File: config.mk
export PLATFORM = sky130hd
export DESIGN_NAME = rhr_pixel_pipe
export DESIGN_NICKNAME = d
export VERILOG_FILES = /design/src/design/rhr_pkg.sv /design/src/design/rhr_pixel_pipe.sv
export SDC_FILE = /design/constraint.sdc
export NUM_CORES = 2
export LEC_CHECK = 0
export BUFFER_PORTS_ARGS = -buffer_cell sky130_fd_sc_hd__buf_2
export CAP_MARGIN = 10
export CORE_UTILIZATION = 40
export CTS_BUF_LIST = sky130_fd_sc_hd__clkbuf_8 sky130_fd_sc_hd__clkbuf_16
export DETAILED_ROUTE_END_ITERATION = 6
export PLACE_DENSITY = 0.51
export REMOVE_ABC_BUFFERS = 1
export SLEW_MARGIN = 10
export SYNTH_ARGS = -nofsm -noshare
export SYNTH_HDL_FRONTEND = slang
export SYNTH_SLANG_ARGS = --single-unit
File: constraint.sdc
create_clock -name i_clk -period 13.44 [get_ports i_clk]
set_input_delay 2.688 -clock i_clk [delete_from_list [all_inputs] [get_ports i_clk]]
set_output_delay 2.688 -clock i_clk [all_outputs]
set_load 0.01 [all_outputs]
File: src/design/rhr_pkg.sv
// ----------------------------------------------------------------------------
// rhr_pkg
// shared constants and the 0..45 degree sine/cosine tables for the hue rotator
// ----------------------------------------------------------------------------
package rhr_pkg;

    localparam int DEF_COEF_FRAC_BITS = 14;

    // register map
    localparam int ADDR_W       = 3;
    localparam int REG_ADDR_LSB = 2;
    localparam logic REG_HUE    = 1'b0;
    localparam int HUE_W        = 9;
    localparam int PIX_W        = 8;

    // q30 constants, with 1/3 in q33
    localparam int Q30_W                  = 31;
    localparam longint unsigned Q30_ONE   = 64'd1 << 30;
    localparam longint unsigned PI_Q30    = 64'd3373259426;
    localparam logic [29:0] INV_SQRT3_Q30 = 30'd619925131;
    localparam logic [31:0] RECIP3_Q33    = 32'hAAAA_AAAB;

    localparam int TAB_DEPTH = 46;
    localparam int TAB_IDX_W = 6;

    typedef logic [Q30_W-1:0] t_q30_tab [0:TAB_DEPTH-1];

    localparam longint unsigned TS_DIV [1:7] = '{6, 20, 42, 72, 110, 156, 210};
    localparam longint unsigned TC_DIV [1:7] = '{2, 12, 30, 56, 90, 132, 182};

    // taylor series for 0..45 degrees, evaluated at elaboration
    function automatic t_q30_tab f_series_tab(input bit want_cos);
        t_q30_tab tab;
        longint unsigned x;
        longint unsigned x2;
        longint unsigned ts;
        longint unsigned tc;
        longint unsigned s;
        longint unsigned c;
        for (int d = 0; d < TAB_DEPTH; d++) begin
            x  = (64'(d) * PI_Q30 + 64'd90) / 64'd180;
            x2 = (x * x) >> 30;
            ts = x;
            tc = Q30_ONE;
            s  = x;
            c  = Q30_ONE;
            for (int k = 1; k <= 7; k++) begin
                ts = ((ts * x2) >> 30) / TS_DIV[k];
                tc = ((tc * x2) >> 30) / TC_DIV[k];
                if (k % 2 == 1) begin
                    s = s - ts;
                    c = c - tc;
                end else begin
                    s = s + ts;
                    c = c + tc;
                end
            end
            tab[d] = want_cos ? c[Q30_W-1:0] : s[Q30_W-1:0];
        end
        return tab;
    endfunction

    localparam t_q30_tab SIN_TAB = f_series_tab(1'b0);
    localparam t_q30_tab COS_TAB = f_series_tab(1'b1);

endpackage

File: src/design/rhr_pixel_pipe.sv
// ----------------------------------------------------------------------------
// rhr_pixel_pipe
// four-stage pixel datapath: input register, nine products, three sums,
// clamp into the output register
// ----------------------------------------------------------------------------
module rhr_pixel_pipe #(
    parameter int COEF_FRAC_BITS = rhr_pkg::DEF_COEF_FRAC_BITS
) (
    input  logic                             i_clk,
    input  logic                             i_rst_n,
    input  logic                             i_valid,
    output logic                             o_ready,
    input  logic [3*rhr_pkg::PIX_W-1:0]      i_pix,
    output logic                             o_valid,
    input  logic                             i_ready,
    output logic [3*rhr_pkg::PIX_W-1:0]      o_pix,
    input  logic signed [COEF_FRAC_BITS+2:0] i_diag_coef,
    input  logic signed [COEF_FRAC_BITS+2:0] i_minus_coef,
    input  logic signed [COEF_FRAC_BITS+2:0] i_plus_coef
);
    import rhr_pkg::*;

    localparam int CW  = COEF_FRAC_BITS + 3;
    localparam int PW  = CW + 9;
    localparam int AW  = CW + 11;
    localparam int NST = 4;

    logic [NST-1:0]       r_vld;
    logic [NST-1:0]       w_adv;
    logic [PIX_W-1:0]     r_pix0 [3];
    logic signed [PW-1:0] r_prod [3][3];
    logic signed [AW-1:0] r_acc  [3];
    logic [PIX_W-1:0]     r_out  [3];

    // a stage moves when it is empty or the one after it moves
    always_comb begin
        w_adv[NST-1] = !r_vld[NST-1] || i_ready;
        for (int k = NST - 2; k >= 0; k--) begin
            w_adv[k] = !r_vld[k] || w_adv[k+1];
        end
    end

    logic signed [CW-1:0] w_coef [3];
    assign w_coef[0] = i_diag_coef;
    assign w_coef[1] = i_minus_coef;
    assign w_coef[2] = i_plus_coef;

    // channel ch uses coefficient (j - ch) mod 3 on component j
    logic signed [PW-1:0] n_prod [3][3];
    logic signed [AW-1:0] n_acc  [3];
    logic signed [AW-1:0] w_shift[3];
    logic [PIX_W-1:0]     n_out  [3];

    always_comb begin
        for (int ch = 0; ch < 3; ch++) begin
            for (int j = 0; j < 3; j++) begin
                n_prod[ch][j] = w_coef[(j + 3 - ch) % 3] * $signed({1'b0, r_pix0[j]});
            end
            n_acc[ch] = AW'(r_prod[ch][0]) + AW'(r_prod[ch][1]) + AW'(r_prod[ch][2]);
            w_shift[ch] = r_acc[ch] >>> COEF_FRAC_BITS;
            if (r_acc[ch][AW-1]) begin
                n_out[ch] = '0;
            end else if (|w_shift[ch][AW-1:PIX_W]) begin
                n_out[ch] = '1;
            end else begin
                n_out[ch] = w_shift[ch][PIX_W-1:0];
            end
        end
    end

    always_ff @(posedge i_clk) begin
        if (!i_rst_n) begin
            r_vld <= '0;
        end else begin
            if (w_adv[0]) r_vld[0] <= i_valid;
            for (int k = 1; k < NST; k++) begin
                if (w_adv[k]) r_vld[k] <= r_vld[k-1];
            end
        end
    end

    always_ff @(posedge i_clk) begin
        if (w_adv[0]) begin
            for (int j = 0; j < 3; j++) begin
                r_pix0[j] <= i_pix[j*PIX_W +: PIX_W];
            end
        end
        if (w_adv[1]) r_prod <= n_prod;
        if (w_adv[2]) r_acc  <= n_acc;
        if (w_adv[3]) r_out  <= n_out;
    end

    assign o_ready = w_adv[0];
    assign o_valid = r_vld[NST-1];
    assign o_pix   = {r_out[2], r_out[1], r_out[0]};

endmodule

==> impl_metrics.csv <==
group,metric,value,unit
status,status,"completed",
routing,via_per_inst,4.99,
die,core-area,0.144,mm2
cells_and_area,area_growth,6.68,%
timing,post-route-min-period,7.86,ns
synthesis,synthTopCellsByArea,"fa_1 36%, edfxtp_1 17%, ha_1 12%",
clock_network,cts_resized,0,
timing,slew-limit-headroom,23.3,%
cells_and_area,fill_cells,14217,
timing,fin_worst_skew,0.0178,ns
timing,rsz0062_at_grt,"no",
pwr,power,15.6,mW
clock_network,clk_latency,0.63,ns
routing,first_iter_violations,2641,
clock_network,cts_hold_buffers,0,
cells_and_area,final_area,0.0624,mm2
worst_setup_path,r2r_cells,19,
routing,wl_per_cell,20.1,um
die,num_io_pins,105,
worst_setup_path,start_kind,"input port",
pwr,p_leak,31.5,nW
min_path,worstHoldPathType,"flop to flop",
routing,dr.pass1.iters,6,
clock_network,cts.sinks,328,
timing,setup_tns,0,ns
timing,worst_slew_pin_slew,1.15,ns
synthesis,synth_cell_type_count,73,
cells_and_area,nets,7763,
die,rows,139,
synthesis,synth-edff-count,324,
grt,grt_pass1_wl,253000,um
timing,maxSlewViolCount,0,
worst_setup_path,r2r_setup_slack,6.45,ns
routing,vias,40119,
synthesis,seq_area_frac_synth,16.8,%
worst_setup_path,cp.arrival,8.24,ns
grt,grt_max_degree,75,
clock_network,cts-root-buf,"clkbuf_16",
die,die_w,384,um
worst_setup_path,crit_path_end,"r_prod[205]",
timing,post-route-period-util,58.5,%
placed_design,gp_routability_congestion,0.851,
pwr,pwr_density_cell,251,mW/mm2
synthesis,syn_inst,6134,
synthesis,synthArstFlopShare,0,%
clock_network,cts_buffer_depth,3,
placed_design,portBuffers,104,
synthesis,synth.top_cell.area_share,35.9,%
routing,drc_errors,0,
worst_setup_path,r2r-start,"r_pix0[0][0]",
routing,ant_nets,0,
grt,grt.total_usage,22.6,%
die,start_util,40.5,%
clock_network,cts_tree,"yes",
routing,wl,161000,um
placed_design,hpwl,121000,um
worst_setup_path,endpoint_kind,"flop",
cells_and_area,final_core_util,43.2,%
worst_setup_path,reg2reg_to,"r_prod[70]",
placed_design,placed_area,0.0608,mm2
timing,whs,0.496,ns
timing,setup_viol,0,
flow_run,maxCapViolCount,0,
worst_setup_path,path_class,"input port to flop",
worst_setup_path,cp_max_fo,24,
synthesis,ys_warn_count,0,
worst_setup_path,cp-startpoint,"i_minus_coef[12]",
timing,fmax,127,MHz
timing,hold_viol,0,
clock_network,cts-buffers-inserted,46,
worst_setup_path,cp.required,13.82,ns
synthesis,synth_area,0.0585,mm2
synthesis,ys.flop_type,"edfxtp_1",
synthesis,synth-seq-cells,328,
pwr,vdd_drop_max,203,uV
cells_and_area,drive_gt1_share,4.19,%
synthesis,synth_top_cell_by_area,"fa_1",
grt,grt-ovfl-total,0,
die,die_h,384,um
synthesis,syn_area_per_cell,9.53,um2
die,die_area,0.148,mm2
clock_network,htreeDepth,2,
clock_network,cts_setup_buffers,0,
grt,antenna_found_initial,3,
clock_network,clkSlewWorstSetupHoldPaths,0.07,ns
grt,grt_pass1_vias,41449,
## logic make-up (layout without fill, tap and decap cells)
kind of cell             after synthesis  in the layout  share of synthesized area (%)
AO/OA/AOI/OAI                        586            586                           6.58
multiplexers                           1              1                         0.0171
adder cells (fa/ha/maj)             1593           1593                           47.5
buffers and inverters               1678           1672                           10.8
XOR/XNOR                             237            237                           3.55
other                                  0              1                              0
AND/OR/NAND/NOR                     1711           1711                           14.7
flip-flops                           328            328                           16.8
## power by group
| group | internal (mW) | total [mW] | leakage [nW] | switching (mW) |
|---|---|---|---|---|
| combinational | 4.75 | 11.7 | 27.3 | 7.00 |
| clock | 0.741 | 1.30 | 0.753 | 0.554 |
| sequential | 2.25 | 2.60 | 3.47 | 0.350 |
| total | 7.74 | 15.6 | 31.5 | 7.90 |
## Yosys cell counts, types with 66 or more instances
cell type / number
a21o_1: 95
a21oi_1: 184
and2_1: 679
clkbuf_1: 240
edfxtp_1: 324
fa_1: 1047
ha_1: 546
inv_1: 1438
nand2_1: 646
nor2_1: 170
o21ai_0: 85
xnor2_1: 171
xor2_1: 66
## area by class of cell
cell class / instances / area [um2] / share of cell area, %
multi-input cells: 4128 / 42300 / 67.9
flip-flops and latches: 328 / 9810 / 15.7
inverters: 1438 / 5410 / 8.67
well taps: 1903 / 2380 / 3.82
clock buffers: 51 / 1230 / 1.97
repair buffers: 149 / 858 / 1.38
clock inverters: 34 / 323 / 0.518
diodes: 1 / 2.50 / 0.00401
## stage by stage
stage	setup WS, ns	instances
6_report	5.58	8032
5_1_grt	5.39	8031
4_1_cts	5.65	8031
3_5_place_dp	4.96	7946
3_3_place_gp	5.03	7946
2_1_floorplan	5.35	5894
## cells in the final DEF (no fill, tap or decap), types with 29 or more instances in the layout
master / instances
and2_1: 679
inv_1: 1438
o21a_1: 37
nand3_1: 29
nor2_1: 170
a21o_1: 95
xor2_1: 66
fa_1: 1047
buf_4: 45
clkbuf_16: 47
nor3_1: 40
xnor2_1: 171
o21ai_0: 85
a21oi_1: 184
ha_1: 546
edfxtp_1: 324
buf_2: 104
nand2_1: 645
## registers in the layout, summed over array words and instances (netlist names)
signal / count
r_prod: 234
r_acc: 42
o_pix: 24
r_pix0: 24
r_vld: 4
## how the worst min path moves through the flow
| stage | startpoint | endpoint | slack, ns | cells past startpoint |
|---|---|---|---|---|
| floorplan | r_vld[1] | r_vld[2] | 0.45 | 2 |
| global placement | r_vld[1] | r_vld[2] | 0.47 | 2 |
| detailed placement | r_vld[1] | r_vld[2] | 0.47 | 2 |
| CTS | r_vld[0] | r_vld[1] | 0.50 | 1 |
| global route | r_vld[0] | r_vld[1] | 0.52 | 1 |
| finish | r_vld[0] | r_vld[1] | 0.50 | 1 |
## routing by layer
| layer | GRT usage [%] | wire [um] | vias to the layer above |
|---|---|---|---|
| li1 | - | - | 18644 |
| met1 | 33.4 | 77800 | 20565 |
| met2 | 35.7 | 73200 | 793 |
| met3 | 2.39 | 6710 | 117 |
| met4 | 4.65 | 3520 | 0 |
| met5 | 0 | 0 | - |
## critical path, stage by stage
cell and delay (ns):
buf_2 0.63, nand2_1 0.18, fa_1 0.56, inv_1 0.05, fa_1 0.47, fa_1 0.54
inv_1 0.05, fa_1 0.47, inv_1 0.04, ha_1 0.35, and2_1 0.20, a221o_1 0.31
a21oi_1 0.16, nor2b_1 0.08, o311ai_1 0.79, a21oi_1 0.27, nor3_1 0.29, xnor2_1 0.10
Note: power is estimated with default switching activity, not from simulation.
