[src/design/rhr_pkg.sv]
// ----------------------------------------------------------------------------
// rhr_pkg
// shared constants and the 0..45 degree sine/cosine tables for the hue rotator
// ----------------------------------------------------------------------------
package rhr_pkg;

    localparam int DEF_COEF_FRAC_BITS = 14;

    // register map
    localparam int ADDR_W       = 3;
    localparam int REG_ADDR_LSB = 2;
    localparam logic REG_HUE    = 1'b0;
    localparam int HUE_W        = 9;
    localparam int PIX_W        = 8;

    // q30 constants, with 1/3 in q33
    localparam int Q30_W                  = 31;
    localparam longint unsigned Q30_ONE   = 64'd1 << 30;
    localparam longint unsigned PI_Q30    = 64'd3373259426;
    localparam logic [29:0] INV_SQRT3_Q30 = 30'd619925131;
    localparam logic [31:0] RECIP3_Q33    = 32'hAAAA_AAAB;

    localparam int TAB_DEPTH = 46;
    localparam int TAB_IDX_W = 6;

    typedef logic [Q30_W-1:0] t_q30_tab [0:TAB_DEPTH-1];

    localparam longint unsigned TS_DIV [1:7] = '{6, 20, 42, 72, 110, 156, 210};
    localparam longint unsigned TC_DIV [1:7] = '{2, 12, 30, 56, 90, 132, 182};

    // taylor series for 0..45 degrees, evaluated at elaboration
    function automatic t_q30_tab f_series_tab(input bit want_cos);
        t_q30_tab tab;
        longint unsigned x;
        longint unsigned x2;
        longint unsigned ts;
        longint unsigned tc;
        longint unsigned s;
        longint unsigned c;
        for (int d = 0; d < TAB_DEPTH; d++) begin
            x  = (64'(d) * PI_Q30 + 64'd90) / 64'd180;
            x2 = (x * x) >> 30;
            ts = x;
            tc = Q30_ONE;
            s  = x;
            c  = Q30_ONE;
            for (int k = 1; k <= 7; k++) begin
                ts = ((ts * x2) >> 30) / TS_DIV[k];
                tc = ((tc * x2) >> 30) / TC_DIV[k];
                if (k % 2 == 1) begin
                    s = s - ts;
                    c = c - tc;
                end else begin
                    s = s + ts;
                    c = c + tc;
                end
            end
            tab[d] = want_cos ? c[Q30_W-1:0] : s[Q30_W-1:0];
        end
        return tab;
    endfunction

    localparam t_q30_tab SIN_TAB = f_series_tab(1'b0);
    localparam t_q30_tab COS_TAB = f_series_tab(1'b1);

endpackage

[src/design/rhr_coef_unit.sv]
// ----------------------------------------------------------------------------
// rhr_coef_unit
// hue register and five-step sequencer that turns the angle into the three
// circulant matrix coefficients
// ----------------------------------------------------------------------------
module rhr_coef_unit #(
    parameter int COEF_FRAC_BITS = rhr_pkg::DEF_COEF_FRAC_BITS
) (
    input  logic                            i_clk,
    input  logic                            i_rst_n,
    input  logic                            i_wr_en,
    input  logic [rhr_pkg::HUE_W-1:0]       i_wr_data,
    output logic [rhr_pkg::HUE_W-1:0]       o_hue,
    output logic                            o_busy,
    output logic signed [COEF_FRAC_BITS+2:0] o_diag_coef,
    output logic signed [COEF_FRAC_BITS+2:0] o_minus_coef,
    output logic signed [COEF_FRAC_BITS+2:0] o_plus_coef
);
    import rhr_pkg::*;

    localparam int CW    = COEF_FRAC_BITS + 3;
    localparam int SH    = 30 - COEF_FRAC_BITS;
    localparam int STEPS = 5;

    localparam logic [1:0] QUAD_0 = 2'd0;
    localparam logic [1:0] QUAD_1 = 2'd1;
    localparam logic [1:0] QUAD_2 = 2'd2;
    localparam logic [1:0] QUAD_3 = 2'd3;

    logic [HUE_W-1:0]     r_hue;
    logic [STEPS-1:0]     r_seq;
    logic [1:0]           r_quad;
    logic                 r_swap;
    logic [TAB_IDX_W-1:0] r_idx;
    logic signed [31:0]   r_s;
    logic signed [31:0]   r_c;
    logic [Q30_W-1:0]     r_t;
    logic [Q30_W-1:0]     r_m;
    logic signed [31:0]   r_k;
    logic signed [CW-1:0] r_diag_coef;
    logic signed [CW-1:0] r_minus_coef;
    logic signed [CW-1:0] r_plus_coef;

    // step 1: angle reduction
    logic [HUE_W-1:0]     w_h;
    logic [1:0]           n_quad;
    logic [6:0]           w_r;
    logic                 n_swap;
    logic [TAB_IDX_W-1:0] n_idx;

    always_comb begin
        w_h = (r_hue >= HUE_W'(360)) ? r_hue - HUE_W'(360) : r_hue;
        if (w_h >= HUE_W'(270)) begin
            n_quad = QUAD_3;
            w_r    = 7'(w_h - HUE_W'(270));
        end else if (w_h >= HUE_W'(180)) begin
            n_quad = QUAD_2;
            w_r    = 7'(w_h - HUE_W'(180));
        end else if (w_h >= HUE_W'(90)) begin
            n_quad = QUAD_1;
            w_r    = 7'(w_h - HUE_W'(90));
        end else begin
            n_quad = QUAD_0;
            w_r    = 7'(w_h);
        end
        n_swap = (w_r > 7'd45);
        n_idx  = n_swap ? TAB_IDX_W'(7'd90 - w_r) : TAB_IDX_W'(w_r);
    end

    // step 2: table read and quadrant mapping
    logic [Q30_W-1:0]   w_s0;
    logic [Q30_W-1:0]   w_c0;
    logic signed [31:0] w_sp;
    logic signed [31:0] w_cp;
    logic signed [31:0] n_s;
    logic signed [31:0] n_c;

    always_comb begin
        w_s0 = r_swap ? COS_TAB[r_idx] : SIN_TAB[r_idx];
        w_c0 = r_swap ? SIN_TAB[r_idx] : COS_TAB[r_idx];
        w_sp = $signed({1'b0, w_s0});
        w_cp = $signed({1'b0, w_c0});
        unique case (r_quad)
            QUAD_0: begin
                n_s = w_sp;
                n_c = w_cp;
            end
            QUAD_1: begin
                n_s = w_cp;
                n_c = -w_sp;
            end
            QUAD_2: begin
                n_s = -w_sp;
                n_c = -w_cp;
            end
            default: begin
                n_s = -w_cp;
                n_c = w_sp;
            end
        endcase
    end

    // step 3: t = (1 - c) / 3 by reciprocal, |s|
    logic signed [32:0] w_num;
    logic [63:0]        w_prod_t;
    logic [Q30_W-1:0]   n_t;
    logic signed [31:0] w_abs_s;
    logic [Q30_W-1:0]   n_m;

    always_comb begin
        w_num    = $signed(33'h0_4000_0000) - {r_c[31], r_c};
        w_prod_t = {32'd0, w_num[31:0]} * {32'd0, RECIP3_Q33};
        n_t      = w_prod_t[63:33];
        w_abs_s  = r_s[31] ? -r_s : r_s;
        n_m      = w_abs_s[Q30_W-1:0];
    end

    // step 4: k = |s| / sqrt(3), rounded, sign restored
    logic [61:0]        w_prod_k;
    logic [31:0]        w_k_mag;
    logic signed [31:0] n_k;

    always_comb begin
        w_prod_k = {31'd0, r_m} * {32'd0, INV_SQRT3_Q30} + (62'd1 << 29);
        w_k_mag  = w_prod_k[61:30];
        n_k      = r_s[31] ? -$signed(w_k_mag) : $signed(w_k_mag);
    end

    // step 5: sums and rounding to the coefficient format
    logic signed [33:0] w_t;
    logic signed [33:0] w_a;
    logic signed [33:0] w_b;
    logic signed [33:0] w_cc;
    logic signed [33:0] w_a_rnd;
    logic signed [33:0] w_b_rnd;
    logic signed [33:0] w_cc_rnd;

    always_comb begin
        w_t      = $signed({3'd0, r_t});
        w_a      = {{2{r_c[31]}}, r_c} + w_t;
        w_b      = w_t - {{2{r_k[31]}}, r_k};
        w_cc     = w_t + {{2{r_k[31]}}, r_k};
        w_a_rnd  = (w_a + (34'sd1 <<< (SH - 1))) >>> SH;
        w_b_rnd  = (w_b + (34'sd1 <<< (SH - 1))) >>> SH;
        w_cc_rnd = (w_cc + (34'sd1 <<< (SH - 1))) >>> SH;
    end

    always_ff @(posedge i_clk) begin
        if (!i_rst_n) begin
            r_hue        <= '0;
            r_seq        <= '0;
            r_diag_coef  <= CW'(1) <<< COEF_FRAC_BITS;
            r_minus_coef <= '0;
            r_plus_coef  <= '0;
        end else begin
            if (i_wr_en) begin
                r_hue <= i_wr_data;
            end
            r_seq <= {r_seq[STEPS-2:0], i_wr_en};
            if (r_seq[STEPS-1]) begin
                r_diag_coef  <= w_a_rnd[CW-1:0];
                r_minus_coef <= w_b_rnd[CW-1:0];
                r_plus_coef  <= w_cc_rnd[CW-1:0];
            end
        end
    end

    always_ff @(posedge i_clk) begin
        if (r_seq[0]) begin
            r_quad <= n_quad;
            r_swap <= n_swap;
            r_idx  <= n_idx;
        end
        if (r_seq[1]) begin
            r_s <= n_s;
            r_c <= n_c;
        end
        if (r_seq[2]) begin
            r_t <= n_t;
            r_m <= n_m;
        end
        if (r_seq[3]) begin
            r_k <= n_k;
        end
    end

    assign o_hue        = r_hue;
    assign o_busy       = |r_seq;
    assign o_diag_coef  = r_diag_coef;
    assign o_minus_coef = r_minus_coef;
    assign o_plus_coef  = r_plus_coef;

endmodule

[config.mk]
export PLATFORM = sky130hd
export DESIGN_NAME = rhr_coef_unit
export DESIGN_NICKNAME = d
export VERILOG_FILES = /design/src/design/rhr_pkg.sv /design/src/design/rhr_coef_unit.sv
export SDC_FILE = /design/constraint.sdc
export NUM_CORES = 2
export LEC_CHECK = 0
export ABC_AREA = 1
export BUFFER_PORTS_ARGS = -buffer_cell sky130_fd_sc_hd__buf_4
export CORE_MARGIN = 2
export CORE_UTILIZATION = 50
export CTS_CLUSTER_DIAMETER = 200
export DETAILED_ROUTE_END_ITERATION = 8
export PLACE_DENSITY = 0.66
export SYNTH_ARGS = -nofsm -noshare
export SYNTH_HDL_FRONTEND = slang
export SYNTH_SLANG_ARGS = --single-unit
[constraint.sdc]
create_clock -name i_clk -period 10.5 [get_ports i_clk]
set_input_delay 0.525 -clock i_clk [delete_from_list [all_inputs] [get_ports i_clk]]
set_output_delay 0.525 -clock i_clk [all_outputs]
set_load 0.05 [all_outputs]
==> flow_summary.toml <==
[timing]
period_minus_slack_ns = 9.31
drv_slew = 0
min_period_over_period = 0.886
fin_ws_ns = 1.19
skew_ns = 0.0413
slew_headroom = 0.291
final-hold-violation-count = 0
fin_hold_ws_ns = 0.160
setup_violations = 0
finalSetupTns_ns = 0
rsz0062_at_grt = "no"
timing.fmax_mhz = 107
max_slew.worst_pin.slew_ns = 1.05

[floorplan]
initial_utilization = 0.503
io_pins = 73
rows = 125
die_x_um = 345
die_h_um = 345
coreArea_um2 = 116000
die-area_um2 = 119000

[clock_tree]
cts-root-buf = "clkbuf_16"
ctsHoldBuffers = 0
cts_buffer_depth = 3
cts_tree = "done"
clk_pin_slew_worst_paths_ns = 0.06
post-cts-setup-buffers = 0
cts_resized = 0
clock_sinks = 232
clk_latency_ns = 0.61
cts_htree_levels = 1
cts_buffers = 30

[yosys]
synth_nets = 9238
syn_area_um2 = 58300
yosysMostFrequentCell = "inv_1"
synth.distinct_cells = 67
ys_ff_latch = 232
synth_edf_count = 167
synth_cells = 7509
synth_common_cells = "inv_1 (1918), nand2_1 (1168), ha_1 (978)"
synthFlopType = "edfxtp_1"
synth_seq_area_share = 0.108
yosysWarningCount = 0
synth_area_leaders = "fa_1 (25%), ha_1 (21%), inv_1 (12%), edfxtp_1 (8.6%), nand2_1 (7.5%)"
avgSynthCellArea_um2 = 7.76
async_flop_share = 0
synth_top_area_cell = "fa_1"
synth_top_area_frac = 0.254

[grt]
grt_pass1_vias = 51300
grt_remaining_overflow = 0
grt_pass1_wl_um = 308000
grtUsageTotal = 0.339
grt_max_degree = 71
antenna_found_initial = 2

[status]
status = "finished clean"

[routing]
firstDrtPassIters = 7
first_iter_violations = 4396
wl_per_cell_um = 22.3
vias = 50500
drtAntennaViolNets = 0
vias_per_cell = 5.55
drc = 0
drt-total-wl_um = 202000

[setup_path]
rr_startpoint = "r_c[0]"
slowest_delay_ns = 0.56
worstReg2RegEnd = "r_t[22]"
r2r_cells = 37
worst_path_max_delay_cell = "fa_1"
critPathKind = "register to register"
crit_required_ns = 10.84
path_common_cell = "inv_1"
startpoint_type = "register"
r2r_setup_slack_ns = 1.19
crit_arrival_ns = 9.65
endpoint_kind = "register"
crit_fanout = 12

[finish]
final.fill_count = 11300
num_antenna_cells = 0
register_area_um2 = 6320
multi_input_area_um2 = 44200
nNetsFinal = 9271
area_growth_pct = 5.55
drive_gt1_frac = 0.0329

[min_path]
hold_end = "r_seq[0]"
holdPathStages = 3
min_from = "i_wr_en"
hp-class = "input pin to register"

[placed_design]
gp_congestion = 0.998
port_buffers = 72
place_hpwl_um = 175000
dp_slack_ns = 1.23

[flow_run]
maxCapViolCount = 0
stage by stage:
step                instances   util  cell area [um2]
floorplan                7509      -            58300
global placement         9034  0.522            60500
detailed placement       9034  0.522            60500
CTS                      9090  0.531            61500
global route             9090  0.531            61500
finish                   9090  0.531            61500
area by class of cell:
type | instances | area share
clock buffer | 45 | 0.0151
clock inverter | 11 | 0.00169
inverter | 1938 | 0.118
multi-input combinational | 5235 | 0.718
sequential | 232 | 0.103
tap | 1524 | 0.0310
timing repair buffer | 105 | 0.0128
logic make-up after synthesis:
| family | after synthesis | synth area share |
|---|---|---|
| buffers and inverters | 2042 | 0.134 |
| xor gates and xnor gates | 185 | 0.0282 |
| DFF | 232 | 0.108 |
| adders and majority gates | 1717 | 0.464 |
| and+or+nand+nor | 2350 | 0.169 |
| AOI/OAI and AO/OA | 983 | 0.0967 |
worst max-delay path: cells and delay by family (launching register included):
family                     cells  cell delay [ns]
xor gates and xnor gates       2             0.49
DFF                            1             0.35
buffers and inverters         11             1.02
AOI/OAI and AO/OA              6             1.18
and+or+nand+nor                9             1.72
adders and majority gates      9             4.31
worst max path at each step:
stage	from	end	slack [ns]	cells past startpoint
5_1_grt	r_c[0]	r_t[22]	0.52	42
3_5_place_dp	r_c[0]	r_t[30]	1.23	37
2_1_floorplan	r_c[0]	r_t[25]	2.08	44
3_3_place_gp	r_c[0]	r_t[25]	1.33	46
6_report	r_c[0]	r_t[22]	1.19	37
4_1_cts	r_c[0]	r_t[30]	1.25	37
routing by layer:
layer  wire length, um  track usage  up-vias
met5                15            0        -
met1             86400        0.455    24400
met4              9470        0.131        2
met3             14900       0.0464      388
met2             91500        0.555     1984
li1                  -            -    23700
state kept, by name, indices dropped and copies added (netlist names):
name,flops
r_swap,1
r_s,32
r_seq,5
r_m,31
o_hue,9
r_c,32
o_plus_coef,17
r_quad,2
r_t,31
r_idx,6
o_minus_coef,17
r_k,32
o_diag_coef,17
placed cells by master (no fill, tap or decap), drive strengths merged, types with 3 or more instances in the layout:
cell type  Yosys  final
a211oi         6      6
and2           4      4
inv         1932   1933
edfxtp       167    167
o22ai         13     13
o21a          20     20
xor2         149    149
nand3        320    320
or2           16     16
a21oi        347    347
nand3b        13     13
ha           978    978
a21boi         5      5
xnor2         36     36
o2111ai        9      9
o221ai        25     25
clkbuf        61     45
o211ai        44     44
nand2       1189   1189
nand4         85     85
a21o          30     30
buf           43    105
nor3          75     75
nor2         619    619
and3           3      3
o311ai         4      4
nor4          25     25
clkinv         6     13
o21ai        369    369
a31oi         49     49
a221oi        12     12
dfxtp         65     65
o31ai         10     10
fa           739    739
o21bai        27     27
Power is left out: the tool's default activity adds up to more than one toggle a clock period on the data nets, which glitch-free logic cannot reach.
